$ cat src/tsp_pkg.sv
// Shared types and constants for the tach speed PI motor controller.
`default_nettype none
package tsp_pkg;

  // Event kinds carried in the input tuser field.
  typedef enum logic [1:0] {
    OP_TACH  = 2'd0,
    OP_OVF   = 2'd1,
    OP_TICK  = 2'd2,
    OP_SERIAL = 2'd3
  } tsp_op_e;

  // Configuration register indexes.
  typedef enum logic [2:0] {
    REG_PROP_GAIN  = 3'd0,
    REG_INT_COEFF  = 3'd1,
    REG_TRK_COEFF  = 3'd2,
    REG_SPEED_NUM  = 3'd3,
    REG_SPEED_OFS  = 3'd4,
    REG_FLOOR_DUTY = 3'd5
  } tsp_reg_e;

  // Width of the serial multiply-accumulate register.
  localparam int unsigned ACC_W   = 56;
  // Width of the multiplier coefficients.
  localparam int unsigned COEFF_W = 16;
  // Width of the signed speed and error values.
  localparam int unsigned SPD_W   = 18;
  // Serial byte that asks for a speed report.
  localparam logic [7:0] QUERY_BYTE = 8'hff;

  // Control word from the sequencer to the multiply-accumulate unit.
  typedef struct packed {
    logic start;  // load operands and begin
    logic keep;   // add onto the present sum instead of the initial value
  } tsp_mac_ctrl_t;

endpackage
`default_nettype wire

$ cat src/tsp_div.sv
// Restoring divider that produces one quotient bit per cycle.
`default_nettype none
module tsp_div #(
  parameter int unsigned W = 19
) (
  input  wire logic         clk_i,
  input  wire logic         rst_ni,
  input  wire logic         start_i,
  input  wire logic [W-1:0] dividend_i,
  input  wire logic [15:0]  divisor_i,
  output logic      [W-1:0] quotient_o,
  output logic              done_o
);

  localparam int unsigned CW = $clog2(W + 1);

  logic [16:0]   rem_q;
  logic [W-1:0]  quo_q;
  logic [15:0]   dvs_q;
  logic [CW-1:0] cnt_q;
  logic          done_q;

  logic [16:0] shifted;
  logic [17:0] diff;
  logic        ge;

  // One trial subtraction of the shifted partial remainder.
  always_comb begin
    shifted = {rem_q[15:0], quo_q[W-1]};
    diff    = {1'b0, shifted} - {2'b00, dvs_q};
    ge      = ~diff[17];
  end

  // Control: bit counter and done pulse.
  always_ff @(posedge clk_i or negedge rst_ni) begin
    if (!rst_ni) begin
      cnt_q  <= '0;
      done_q <= 1'b0;
    end else begin
      done_q <= !start_i && (cnt_q == CW'(1));
      if (start_i) begin
        cnt_q <= CW'(W);
      end else if (cnt_q != '0) begin
        cnt_q <= cnt_q - 1'b1;
      end
    end
  end

  // Datapath: remainder and dividend/quotient shift register.
  always_ff @(posedge clk_i) begin
    if (start_i) begin
      rem_q <= '0;
      quo_q <= dividend_i;
      dvs_q <= divisor_i;
    end else if (cnt_q != '0) begin
      rem_q <= ge ? diff[16:0] : shifted;
      quo_q <= {quo_q[W-2:0], ge};
    end
  end

  assign quotient_o = quo_q;
  assign done_o     = done_q;

endmodule
`default_nettype wire

$ cat src/tsp_mac.sv
// Shift-and-add multiply-accumulate, one coefficient bit per cycle.
`default_nettype none
module tsp_mac (
  input  wire logic                                clk_i,
  input  wire logic                                rst_ni,
  input  wire tsp_pkg::tsp_mac_ctrl_t              ctrl_i,
  input  wire logic signed [tsp_pkg::ACC_W-1:0]    init_i,
  input  wire logic signed [tsp_pkg::ACC_W-1:0]    mcand_i,
  input  wire logic        [tsp_pkg::COEFF_W-1:0]  coeff_i,
  output logic signed      [tsp_pkg::ACC_W-1:0]    acc_o,
  output logic                                     done_o
);

  localparam int unsigned CW = $clog2(tsp_pkg::COEFF_W + 1);

  logic signed [tsp_pkg::ACC_W-1:0]   acc_q;
  logic signed [tsp_pkg::ACC_W-1:0]   m_q;
  logic        [tsp_pkg::COEFF_W-1:0] c_q;
  logic        [CW-1:0]               cnt_q;
  logic                               done_q;

  // Control: bit counter and done pulse.
  always_ff @(posedge clk_i or negedge rst_ni) begin
    if (!rst_ni) begin
      cnt_q  <= '0;
      done_q <= 1'b0;
    end else begin
      done_q <= !ctrl_i.start && (cnt_q == CW'(1));
      if (ctrl_i.start) begin
        cnt_q <= CW'(tsp_pkg::COEFF_W);
      end else if (cnt_q != '0) begin
        cnt_q <= cnt_q - 1'b1;
      end
    end
  end

  // Datapath: add the shifted multiplicand for each set coefficient bit.
  always_ff @(posedge clk_i) begin
    if (ctrl_i.start) begin
      if (!ctrl_i.keep) begin
        acc_q <= init_i;
      end
      m_q <= mcand_i;
      c_q <= coeff_i;
    end else if (cnt_q != '0) begin
      if (c_q[0]) begin
        acc_q <= acc_q + m_q;
      end
      m_q <= m_q <<< 1;
      c_q <= c_q >> 1;
    end
  end

  assign acc_o  = acc_q;
  assign done_o = done_q;

endmodule
`default_nettype wire

$ cat src/tach_speed_pi_motor_controller.sv
// Top level: event sequencer, period ring, speed measurement and PI step.
//
//  Channel   Direction  Contents (lowest bit first)
//  s_axis    in         tdata: period_count[15:0], rx_byte[23:16]; tuser: op[1:0]
//  m_axis    out        tdata: pwm_compare[7:0], tx_byte[15:8], speed_now[32:16];
//                       tuser: tx_valid
//  cfg       in         write enable, register index, 16-bit data
//
// Timer overflows, serial bytes and even-position tach edges go straight to ST_DONE.
// A tach edge at an odd position sweeps the ring and runs the serial divider for the
// average and, unless the average is zero, once more for the speed.
// A control tick runs three passes of the serial multiplier.
// After reset the ring reads as zero, speed is 0 and the compare value is 255.
// A result waits in ST_DONE until the output register is free; no word is taken there.
`default_nettype none
module tach_speed_pi_motor_controller #(
  parameter int unsigned RING_DEPTH = 8,
  parameter int unsigned FRAC_BITS  = 12
) (
  input  wire logic        clk_i,
  input  wire logic        rst_ni,
  input  wire logic        s_axis_tvalid_i,
  output logic             s_axis_tready_o,
  input  wire logic [23:0] s_axis_tdata_i,   // period_count, rx_byte
  input  wire logic [1:0]  s_axis_tuser_i,   // op
  output logic             m_axis_tvalid_o,
  input  wire logic        m_axis_tready_i,
  output logic [39:0]      m_axis_tdata_o,   // pwm_compare, tx_byte, speed_now
  output logic             m_axis_tuser_o,   // tx_valid
  input  wire logic        cfg_we_i,
  input  wire logic [2:0]  cfg_idx_i,
  input  wire logic [15:0] cfg_data_i
);

  localparam int unsigned RW  = $clog2(RING_DEPTH);
  localparam int unsigned CW  = $clog2(RING_DEPTH + 1);
  localparam int unsigned SW  = 16 + RW;
  localparam int unsigned AW  = tsp_pkg::ACC_W;
  localparam int unsigned SPW = tsp_pkg::SPD_W;

  typedef enum logic [3:0] {
    ST_IDLE, ST_SWEEP, ST_AVG_GO, ST_AVG_WAIT, ST_SPD_GO, ST_SPD_WAIT,
    ST_P_GO, ST_P_WAIT, ST_LIMIT, ST_I_GO, ST_I_WAIT, ST_T_GO, ST_T_WAIT,
    ST_SAT, ST_DONE
  } state_e;

  // Configuration registers.
  logic [15:0] prop_gain_q, int_coeff_q, trk_coeff_q, speed_num_q;
  logic [7:0]  speed_ofs_q, floor_duty_q;

  // Control state.
  state_e                state_q;
  logic [RW-1:0]         pos_q;
  logic [RING_DEPTH-1:0] valid_q;
  logic [CW-1:0]         cnt_q;
  logic signed [SPW-1:0] speed_q;
  logic [7:0]            ref_q;
  logic signed [31:0]    integ_q;
  logic [7:0]            cmp_q;
  logic                  tx_q;
  logic [7:0]            txb_q;
  logic                  out_valid_q;
  logic [7:0]            out_cmp_q, out_txb_q;
  logic                  out_tx_q;
  logic [16:0]           out_spd_q;

  // Payload registers.
  logic [15:0]           ring_mem [RING_DEPTH];
  logic [15:0]           rd_q;
  logic [SW-1:0]         sum_q;
  logic [15:0]           avg_q;
  logic signed [AW-1:0]  dv_q;

  // Word fields.
  tsp_pkg::tsp_op_e op;
  logic [15:0]      period_in;
  logic [7:0]       rx_in;
  logic             accept;
  logic             query;
  logic             out_load;

  assign op        = tsp_pkg::tsp_op_e'(s_axis_tuser_i);
  assign period_in = s_axis_tdata_i[15:0];
  assign rx_in     = s_axis_tdata_i[23:16];
  assign s_axis_tready_o = (state_q == ST_IDLE);
  assign accept    = s_axis_tvalid_i && s_axis_tready_o;
  assign query     = (op == tsp_pkg::OP_SERIAL) && (rx_in == tsp_pkg::QUERY_BYTE);
  assign out_load  = (state_q == ST_DONE) && (!out_valid_q || m_axis_tready_i);

  // Divider and multiplier hookup.
  logic                 div_start, div_done;
  logic [SW-1:0]        div_dividend, div_quo;
  logic [15:0]          div_divisor;
  tsp_pkg::tsp_mac_ctrl_t mac_ctrl;
  logic signed [AW-1:0] mac_init, mac_mcand, mac_acc;
  logic [15:0]          mac_coeff;
  logic                 mac_done;

  logic signed [SPW-1:0] err;
  logic signed [AW-1:0]  err_ext, integ_ext;

  always_comb begin
    err       = $signed({{(SPW-8){1'b0}}, ref_q}) - speed_q;
    err_ext   = {{(AW-SPW){err[SPW-1]}}, err};
    integ_ext = {{(AW-32){integ_q[31]}}, integ_q};
  end

  always_comb begin
    div_start    = (state_q == ST_AVG_GO) || (state_q == ST_SPD_GO && avg_q != '0);
    div_dividend = (state_q == ST_AVG_GO) ? sum_q : {{(SW-16){1'b0}}, speed_num_q};
    div_divisor  = (state_q == ST_AVG_GO) ? 16'(RING_DEPTH) : avg_q;
  end

  always_comb begin
    mac_ctrl.start = (state_q == ST_P_GO) || (state_q == ST_I_GO) || (state_q == ST_T_GO);
    mac_ctrl.keep  = (state_q == ST_T_GO);
    mac_init       = integ_ext;
    mac_mcand      = (state_q == ST_T_GO) ? dv_q : err_ext;
    case (state_q)
      ST_P_GO: mac_coeff = prop_gain_q;
      ST_I_GO: mac_coeff = int_coeff_q;
      default: mac_coeff = trk_coeff_q;
    endcase
  end

  tsp_div #(.W(SW)) u_div (
    .clk_i      (clk_i),
    .rst_ni     (rst_ni),
    .start_i    (div_start),
    .dividend_i (div_dividend),
    .divisor_i  (div_divisor),
    .quotient_o (div_quo),
    .done_o     (div_done)
  );

  tsp_mac u_mac (
    .clk_i   (clk_i),
    .rst_ni  (rst_ni),
    .ctrl_i  (mac_ctrl),
    .init_i  (mac_init),
    .mcand_i (mac_mcand),
    .coeff_i (mac_coeff),
    .acc_o   (mac_acc),
    .done_o  (mac_done)
  );

  // Output limiting: shift toward zero, clamp, floor duty.
  logic signed [AW-1:0] p_mag, v_mag, v_val;
  logic [7:0]           duty;
  always_comb begin
    p_mag = mac_acc[AW-1] ? -mac_acc : mac_acc;
    v_mag = p_mag >>> FRAC_BITS;
    v_val = mac_acc[AW-1] ? -v_mag : v_mag;
    if (v_val[AW-1]) begin
      duty = (ref_q != '0) ? floor_duty_q : 8'd0;
    end else if (v_val > AW'(255)) begin
      duty = 8'hff;
    end else begin
      duty = v_val[7:0];
    end
  end

  // Integrator saturation to the signed 32-bit range.
  logic [31:0] integ_sat;
  always_comb begin
    if (mac_acc[AW-1] && !(&mac_acc[AW-1:31])) begin
      integ_sat = 32'h8000_0000;
    end else if (!mac_acc[AW-1] && (|mac_acc[AW-1:31])) begin
      integ_sat = 32'h7fff_ffff;
    end else begin
      integ_sat = mac_acc[31:0];
    end
  end

  logic [RW-1:0] pos_next;
  assign pos_next = (pos_q == RW'(RING_DEPTH - 1)) ? '0 : pos_q + 1'b1;

  // Configuration writes.
  always_ff @(posedge clk_i or negedge rst_ni) begin
    if (!rst_ni) begin
      prop_gain_q  <= 16'd2212;
      int_coeff_q  <= 16'd737;
      trk_coeff_q  <= 16'd1365;
      speed_num_q  <= 16'd39063;
      speed_ofs_q  <= 8'd2;
      floor_duty_q <= 8'd4;
    end else if (cfg_we_i) begin
      case (tsp_pkg::tsp_reg_e'(cfg_idx_i))
        tsp_pkg::REG_PROP_GAIN:  prop_gain_q  <= cfg_data_i;
        tsp_pkg::REG_INT_COEFF:  int_coeff_q  <= cfg_data_i;
        tsp_pkg::REG_TRK_COEFF:  trk_coeff_q  <= cfg_data_i;
        tsp_pkg::REG_SPEED_NUM:  speed_num_q  <= cfg_data_i;
        tsp_pkg::REG_SPEED_OFS:  speed_ofs_q  <= cfg_data_i[7:0];
        tsp_pkg::REG_FLOOR_DUTY: floor_duty_q <= cfg_data_i[7:0];
        default: ;
      endcase
    end
  end

  // Period ring memory: one write port, one registered read port.
  always_ff @(posedge clk_i) begin
    if (accept && (op == tsp_pkg::OP_TACH || op == tsp_pkg::OP_OVF)) begin
      ring_mem[pos_q] <= (op == tsp_pkg::OP_TACH) ? period_in : 16'd0;
    end
    rd_q <= ring_mem[cnt_q[RW-1:0]];
  end

  // Sequencer and state registers.
  always_ff @(posedge clk_i or negedge rst_ni) begin
    if (!rst_ni) begin
      state_q     <= ST_IDLE;
      pos_q       <= '0;
      valid_q     <= '0;
      cnt_q       <= '0;
      speed_q     <= '0;
      ref_q       <= '0;
      integ_q     <= '0;
      cmp_q       <= 8'hff;
      tx_q        <= 1'b0;
      txb_q       <= '0;
      out_valid_q <= 1'b0;
      out_cmp_q   <= '0;
      out_txb_q   <= '0;
      out_tx_q    <= 1'b0;
      out_spd_q   <= '0;
      sum_q       <= '0;
      avg_q       <= '0;
      dv_q        <= '0;
    end else begin
      if (out_load) begin
        out_valid_q <= 1'b1;
      end else if (m_axis_tready_i) begin
        out_valid_q <= 1'b0;
      end
      case (state_q)
        ST_IDLE: begin
          if (accept) begin
            tx_q  <= query;
            txb_q <= query ? speed_q[7:0] : 8'd0;
            case (op)
              tsp_pkg::OP_TACH: begin
                valid_q[pos_q] <= 1'b1;
                pos_q          <= pos_next;
                cnt_q          <= '0;
                sum_q          <= '0;
                state_q        <= pos_q[0] ? ST_SWEEP : ST_DONE;
              end
              tsp_pkg::OP_OVF: begin
                valid_q[pos_q] <= 1'b1;
                pos_q          <= pos_next;
                speed_q        <= '0;
                state_q        <= ST_DONE;
              end
              tsp_pkg::OP_TICK: begin
                state_q <= ST_P_GO;
              end
              default: begin
                if (rx_in != tsp_pkg::QUERY_BYTE) begin
                  ref_q <= rx_in;
                end
                state_q <= ST_DONE;
              end
            endcase
          end
        end
        // Sum the ring one entry per cycle; rd_q holds the entry before the index.
        ST_SWEEP: begin
          if (cnt_q != '0 && valid_q[cnt_q[RW-1:0] - 1'b1]) begin
            sum_q <= sum_q + SW'(rd_q);
          end
          if (cnt_q == CW'(RING_DEPTH)) begin
            state_q <= ST_AVG_GO;
          end else begin
            cnt_q <= cnt_q + 1'b1;
          end
        end
        ST_AVG_GO: state_q <= ST_AVG_WAIT;
        ST_AVG_WAIT: begin
          if (div_done) begin
            avg_q   <= div_quo[15:0];
            state_q <= ST_SPD_GO;
          end
        end
        ST_SPD_GO: begin
          if (avg_q == '0) begin
            speed_q <= SPW'(65535);
            state_q <= ST_DONE;
          end else begin
            state_q <= ST_SPD_WAIT;
          end
        end
        ST_SPD_WAIT: begin
          if (div_done) begin
            speed_q <= $signed({2'b00, div_quo[15:0]}) -
                       $signed({{(SPW-8){1'b0}}, speed_ofs_q});
            state_q <= ST_DONE;
          end
        end
        ST_P_GO: state_q <= ST_P_WAIT;
        ST_P_WAIT: begin
          if (mac_done) begin
            state_q <= ST_LIMIT;
          end
        end
        ST_LIMIT: begin
          cmp_q   <= ~duty;
          dv_q    <= $signed({{(AW-8){1'b0}}, duty}) - v_val;
          state_q <= ST_I_GO;
        end
        ST_I_GO: state_q <= ST_I_WAIT;
        ST_I_WAIT: begin
          if (mac_done) begin
            state_q <= ST_T_GO;
          end
        end
        ST_T_GO: state_q <= ST_T_WAIT;
        ST_T_WAIT: begin
          if (mac_done) begin
            state_q <= ST_SAT;
          end
        end
        ST_SAT: begin
          integ_q <= integ_sat;
          state_q <= ST_DONE;
        end
        // Hand the result to the output register once it is free.
        ST_DONE: begin
          if (out_load) begin
            out_cmp_q   <= cmp_q;
            out_tx_q    <= tx_q;
            out_txb_q   <= txb_q;
            out_spd_q   <= speed_q[16:0];
            state_q     <= ST_IDLE;
          end
        end
        default: state_q <= ST_IDLE;
      endcase
    end
  end

  assign m_axis_tvalid_o = out_valid_q;
  assign m_axis_tdata_o  = {7'd0, out_spd_q, out_txb_q, out_cmp_q};
  assign m_axis_tuser_o  = out_tx_q;

endmodule
`default_nettype wire

$ cat config.mk
export PLATFORM = sky130hd
export DESIGN_NAME = tach_speed_pi_motor_controller
export DESIGN_NICKNAME = d
export VERILOG_FILES = /design/src/tsp_pkg.sv /design/src/tsp_div.sv /design/src/tsp_mac.sv /design/src/tach_speed_pi_motor_controller.sv
export SDC_FILE = /design/constraint.sdc
export NUM_CORES = 1
export LEC_CHECK = 0
export BUFFER_PORTS_ARGS = -buffer_cell sky130_fd_sc_hd__buf_2
export CORE_MARGIN = 4
export CORE_UTILIZATION = 30
export CTS_BUF_LIST = sky130_fd_sc_hd__clkbuf_4 sky130_fd_sc_hd__clkbuf_8 sky130_fd_sc_hd__clkbuf_16
export DETAILED_ROUTE_END_ITERATION = 10
export GPL_ROUTABILITY_DRIVEN = 0
export GPL_TIMING_DRIVEN = 0
export HOLD_SLACK_MARGIN = 0.1
export RECOVER_POWER = 25
export SLEW_MARGIN = 20
export SYNTH_ARGS = -nofsm -noshare
export SYNTH_HDL_FRONTEND = slang
export SYNTH_SLANG_ARGS = --single-unit
$ cat constraint.sdc
create_clock -name clk_i -period 8.2 [get_ports clk_i]
set_input_delay 1.64 -clock clk_i [delete_from_list [all_inputs] [get_ports clk_i]]
set_output_delay 1.64 -clock clk_i [all_outputs]
set_load 0.02 [all_outputs]
==> Word-level counts from Yosys, hierarchy flattened <==
Memories as Yosys holds them, arrays and structs flattened. A register that Yosys moved wholly into a read port is not among the register bits.
Cells that the tools add are included.
{ "totals": {"regBits": 491, "latchBits": 0, "ramBits": 128, "rom_bits": 0, "inputBits": 50, "out_inout_bits": 43, "word_cells": 215, "memories": 1} }
{ "memory_table": {"columns": ["memory", "words", "width", "read_ports", "rd_ports_with_merged_regs", "wr", "line", "rtl"], "rows": [
  ["ring_mem", 8, 16, 1, 1, 1, "tach_speed_pi_motor_controller.sv:68", "logic [15:0] ring_mem [RING_DEPTH];"]
]} }
{ "classes": {"addsub": 13, "multipliers": 0, "div": 0, "order_cmp": 4, "n_eq_ne": 42, "shift": 0, "muxes": 61, "n_bitwise": 4, "reduce_logical": 56} }
{ "op_table": {"columns": ["op", "count"], "rows": [
  ["56-bit two-way mux", 9],
  ["19-bit two-way mux", 6],
  ["18-bit two-way mux", 4],
  ["16-bit two-way mux", 4],
  ["32-bit two-way mux", 2],
  ["4-bit case mux with 15 select lines", 1],
  ["56-bit adder", 1],
  ["56-bit by 9-bit > comparator with 1-bit output (second input constant)", 1],
  ["44-bit negator with 56-bit output", 1],
  ["56-bit negator", 1],
  ["9-bit by 56-bit subtractor with 56-bit output", 1],
  ["18-bit case mux with 3 select lines", 1],
  ["4-bit two-way mux", 13],
  ["19-bit case mux with 2 select lines", 1],
  ["4-bit equality test (second input constant)", 8],
  ["8-bit two-way mux", 4],
  ["16-bit case mux with 2 select lines", 1],
  ["25-bit AND reduction", 1],
  ["25-bit OR reduction", 1],
  ["5-bit two-way mux", 4],
  ["19-bit by 16-bit adder with 19-bit output", 1],
  ["2-bit by 1-bit inequality test with 1-bit output (second input constant)", 9],
  ["2-bit AND reduction", 9],
  ["17-bit by 16-bit subtractor with 18-bit output", 1],
  ["47 further kinds", 95]
]} }

==> Logic depth before layout (Yosys ltp) <==
{ "logic_depth": {"word_depth": 8, "depth_mapped": 39, "depth_no_buf": 32} }

==> By module <==
A second synthesis with hierarchy kept.
{ "hier_totals": {"cells_unflattened": 3475, "hier_area_um2": 36391.2} }
{ "by_module_without_submodules": {"columns": ["module", "n_inst", "cells_per_inst", "area_each_um2", "seq_area_each_um2"], "rows": [
  ["tach_speed_pi_motor_controller", 1, 2248, 23825.4, 11687.5],
  ["tsp_mac", 1, 914, 9342.7, 3993.8],
  ["tsp_div", 1, 313, 3223.1, 1521.5]
]} }

==> Least setup slack after synthesis <==
Ideal clock, no wire load.
{ "synth_path": {"path_kind": "flip-flop to flip-flop", "startpoint": "register u_mac.acc_q, in the netlist u_mac.acc_o[55]", "endpoint": "register dv_q[43]", "setup_time_ps": 125, "arrival_ps": 7799, "t_required_ps": 8075, "path_slack_ps": 276, "path_stages_with_launch": 38, "n_path_buf": 8, "synth_period_minus_slack_ps": 7924, "path_cell_list": "edfxtp_1 -> buf_1 -> clkbuf_1 -> clkbuf_1 -> clkbuf_1 -> clkbuf_1 -> clkbuf_1 -> o31ai_1 -> xor2_1 -> ha_1 -> buf_1 -> or3b_2 -> o211ai_1 -> a311oi_1 -> nor2_1 -> and4_1 -> o211ai_1 -> a211oi_1 -> [... 2 more ...] -> nor4_1 -> and4_1 -> buf_4 -> a21boi_1 -> ha_1 -> nor2b_1 -> o21ai_0 -> a21boi_0 -> o21ai_0 -> nand2b_1 -> a21o_1 -> a21o_1 -> a21o_1 -> nand3_1 -> nor4_2 -> nand3_1 -> xnor2_1 -> mux2_2"} }
{ "synth_between": {"elab_chain_len": 8} }
{ "synth_lines": {"columns": ["element", "line", "rtl"], "rows": [
  ["from (decl)", "tsp_mac.sv:16", "logic signed [tsp_pkg::ACC_W-1:0] acc_q;"],
  ["from (signal assigned)", "tsp_mac.sv:41", "acc_q <= init_i;"],
  ["from (signal assigned)", "tsp_mac.sv:47", "acc_q <= acc_q + m_q;"],
  ["56-bit negator", "tach_speed_pi_motor_controller.sv:151", "p_mag = mac_acc[AW-1] ? -mac_acc : mac_acc;"],
  ["56-bit two-way mux", "tach_speed_pi_motor_controller.sv:151", null],
  ["44-bit negator with 56-bit output", "tach_speed_pi_motor_controller.sv:153", "v_val = mac_acc[AW-1] ? -v_mag : v_mag;"],
  ["56-bit two-way mux (*)", "tach_speed_pi_motor_controller.sv:153", null],
  ["56-bit by 9-bit > comparator with 1-bit output", "tach_speed_pi_motor_controller.sv:156", "end else if (v_val > AW'(255)) begin"],
  ["8-bit two-way mux", "tach_speed_pi_motor_controller.sv:156", null],
  ["8-bit two-way mux", "tach_speed_pi_motor_controller.sv:154", "if (v_val[AW-1]) begin"],
  ["9-bit by 56-bit subtractor with 56-bit output (*)", "tach_speed_pi_motor_controller.sv:307", "dv_q <= $signed({{(AW-8){1'b0}}, duty}) - v_val;"],
  ["to (signal assigned)", "tach_speed_pi_motor_controller.sv:307", null],
  ["to (decl)", "tach_speed_pi_motor_controller.sv:72", "logic signed [AW-1:0] dv_q;"]
]} }
Mark *: on every way between the ends. The rest lies on a longest branch, timed or not.
A chain may end at the register's enable or synchronous reset.

==> Worst setup path after layout <==
{ "layout_path": {"startpoint": "register u_mac.acc_q, in the netlist u_mac.acc_o[8]", "endpoint": "register dv_q[43]"} }
{ "layout_between": {"elab_chain_len": 8} }
{ "layout_lines": {"columns": ["element", "line"], "rows": [
  ["56-bit negator (*)", "tach_speed_pi_motor_controller.sv:151"],
  ["56-bit two-way mux (*)", "tach_speed_pi_motor_controller.sv:151"],
  ["44-bit negator with 56-bit output", "tach_speed_pi_motor_controller.sv:153"],
  ["56-bit two-way mux (*)", "tach_speed_pi_motor_controller.sv:153"],
  ["56-bit by 9-bit > comparator with 1-bit output", "tach_speed_pi_motor_controller.sv:156"],
  ["8-bit two-way mux", "tach_speed_pi_motor_controller.sv:156"],
  ["8-bit two-way mux", "tach_speed_pi_motor_controller.sv:154"],
  ["9-bit by 56-bit subtractor with 56-bit output (*)", "tach_speed_pi_motor_controller.sv:307"]
]} }
Marked as above.

==> run summary <==
Outcome = finished with violations
Failing checks = max-capacitance violations, max-slew violations
CTS H-tree depth = 3
Largest net degree at the start of global routing = 93
Comb power frac = 49.5%
Row count = 123
Clock Tree Buf Depth = 3
Global route overflow = 0
Initial Util = 30.33%
Layout cells sized above 1 = 17.02%
Worst-case hold slack = 464.4 ps
Largest cells by area after synthesis = edfxtp_1, dfrtp_1, mux2_2, ha_1, nand2_1
Post-layout minimum cycle time = 7949 ps
Die width = 345.9 um
Leak pwr = 15.98 nW
DRT iter0 DRCs = 2,222
GRT Total Usage = 15.96%
Synth warnings = 0
First-pass GRT wire length = 150,600 um
Period utilization = 96.94%
Hold Crit Endpoint = valid_q[4]$_DFFE_PN0P_
Area Overhead vs Synth = 16.38%
Maxcap violations = 4
Max Transition Viols Final = 318
Hold buffers post-CTS = 0
EDFF count, synth = 291
R2R Path Start = u_mac.acc_o[8]$_DFFE_PP_
Area share of the largest cell type after synthesis = 25.50%
Commonest cells after routing, fill and taps aside = nand2_1, edfxtp_1, dfrtp_1
Critical path class = flip-flop to flip-flop
WP buf/inv = 4
Average wire per standard cell = 19.68 um
Mapped Avg Cell Area = 10.53 sq um
Register area share after synthesis = 50.21%
Reg2Reg Depth = 30
Hold Path Origin = valid_q[4]$_DFFE_PN0P_
Die Footprint = 119,700 sq um
Overall routed net length = 98,890 um
Highest clock rate = 125.8 MHz
Syn Inst Count = 3,255
Most common cell after layout, fill and taps aside = nand2_1
Hold Crit Depth = 1
Die Span Y = 345.9 um
Maximum VDD drop = 0.2012 mV
Slew @ Worst Pin = 4042 ps
Pre-antenna DRT Iters = 6
Ys flop type = edfxtp_1
Clk_skew = 36.14 ps
Vias per Instance = 5.210
Via count = 26,180
Asr flop ratio synth = 49.05%
Internal Power = 10.19 mW
CP Max Fanout = 8
Buffers added on ports = 84
Clock transition at path regs = 60 ps
Vias in the first global route = 25,110
CTS Root Cell = clkbuf_16
#FFs+latches synth = 634
Cell area after synthesis = 34,260 sq um
Hold Crit Class = flip-flop to flip-flop
Sw power = 7.649 mW
CTS tree = done
Post-route ant nets = 0
Flop2flop setup slack = 250 ps
Kind of cell adding the most delay to the critical path = simple AND/OR/NAND/NOR gates
Io pins = 93
CP max stage delay = 590 ps
DRC = 0
Layout Cells excl Fill = 5,025
PD cells = 447.5 nW/um^2
Post-Place Cells = 4,861
Reg power frac = 32.1%
Slowest cell on the critical path = or4_4
Dpl hpwl = 72,740 um
Clk sinks = 634
TritonCTS Buffers = 71
Latest clock arrival within the worst-skew pair = 650 ps
Nets = 3,640
Synth area leader = edfxtp_1
Setup crit end kind = flip-flop
Final cell utilization of the core = 35.30%
Final Setup Violations = 0
Reg-to-reg endpoint = dv_q[43]$_DFFE_PN0P_
Area of the core = 113,000 sq um
Critical path arrival = 8450 ps
CP Launch Type = flip-flop
Initial antenna violation count = 22
Final Hold Viols = 0
Power share of the clock group = 18.4%
Max_slew headroom = -169.5%
Library cells used by synthesis = 95
CP Data Required Time = 8700 ps
Switching Fraction = 42.87%
[per-stage QoR]
stage | area (sq um) | total power [mW] | setup WS, ps | setup TNS (ps)
floorplan | 34280 | 11.65 | 276.0 | 0
global placement | 36580 | 14.02 | -3166 | -367800
detailed placement | 36910 | 14.20 | -3227 | -135700
CTS | 39600 | 17.65 | 16.55 | 0
global route | 39860 | 19.09 | -50.51 | -91.79
finish | 39870 | 17.84 | 250.9 | 0
[registers in the layout (all words and copies together) (netlist names), 16 cells and up]
name,flops
avg_q,16
dv_q,56
int_coeff_q,16
integ_q,32
out_spd_q,17
prop_gain_q,16
rd_q,16
ring_mem,128
speed_num_q,16
speed_q,17
sum_q,19
trk_coeff_q,16
u_div.dvs_q,16
u_div.quotient_o,19
u_div.rem_q,16
u_mac.acc_o,56
u_mac.c_q,16
u_mac.m_q,56
[synthesized netlist by cell type, drive strengths merged, types with 12 or more instances]
library cell / count
a211oi: 26
a21boi: 14
a21o: 74
a21oi: 164
a22o: 20
a22oi: 22
a31oi: 28
and2: 39
and3: 27
buf: 33
clkbuf: 137
dfrtp: 278
dfstp: 33
dfxtp: 32
edfxtp: 291
ha: 122
inv: 95
mux2: 154
mux2i: 32
mux4: 33
nand2: 357
nand2b: 28
nand3: 61
nand4: 29
nor2: 273
nor2b: 47
nor3: 52
nor4: 36
o211ai: 12
o21ai: 273
o21bai: 14
o31ai: 30
or2: 20
or3: 18
xnor2: 107
xor2: 89
[area by class of cell]
class / instances / area [sq um]
clock buffers: 88 / 1982
plain buffers: 168 / 719.4
diodes: 6 / 15.01
well taps: 1500 / 1877
inverters: 96 / 360.3
fillers: 11340 / 73090
multi-input cells: 2361 / 16440
flip-flops and latches: 634 / 17200
repair buffers: 130 / 843.3
clock inverters: 42 / 430.4
[what timing repair did]
item / in CTS / in global routing
pin swaps: 6 / 14
gates resized for setup: 42 / 37
cloned: 0 / 0
endpoints found under the setup margin: 64 / 45
setup buffers: 9 / 21
[worst register-to-register path, delay by kind of cell, from the launching register on]
family,cells,cell delay [ps]
xor+xnor,1,160
fa+ha+maj,1,280
mux,2,740
buf+inv,4,790
flops,1,480
compound gates,10,1970
simple gates,12,3410
[per-layer routing]
metal	GRT usage, %	share of wire (%)
met1	23.02	46
met2	23.86	43
met3	3.567	7.8
met4	4.936	2.7
met5	0.1570	0.065
[kinds of logic after synthesis]
logic type	count (synthesis)	share of synthesized area [%]
multiplexers	219	8.166
adder cells (fa/ha/maj)	128	4.806
XOR/XNOR	196	5.032
flip-flops	634	50.21
other	1	0.01095
AND/OR/NAND/NOR	1031	14.27
buffers and inverters	266	3.049
AO/OA/AOI/OAI	780	14.45
[power groups by stage]
stage	Sequential [mW]	Combinational, mW	Clock [mW]
floorplan	5.41	6.24	0
global placement	5.77	8.25	0
detailed placement	5.74	8.46	0
CTS	5.70	8.60	3.35
global route	5.83	9.77	3.49
finish	5.73	8.83	3.29
[how the worst max path moves through the flow]
stage,from,to,depth (start not counted)
floorplan,u_mac.acc_o[55]$_DFFE_PP_,dv_q[43]$_DFFE_PN0P_,37
detailed placement,u_mac.acc_o[55]$_DFFE_PP_,dv_q[55]$_DFFE_PN0P_,35
global placement,u_mac.acc_o[55]$_DFFE_PP_,dv_q[55]$_DFFE_PN0P_,36
finish,u_mac.acc_o[8]$_DFFE_PP_,dv_q[43]$_DFFE_PN0P_,30
global route,u_mac.acc_o[8]$_DFFE_PP_,dv_q[34]$_DFFE_PN0P_,34
CTS,u_mac.acc_o[55]$_DFFE_PP_,dv_q[43]$_DFFE_PN0P_,37
Power figures use the tool's default switching activity.
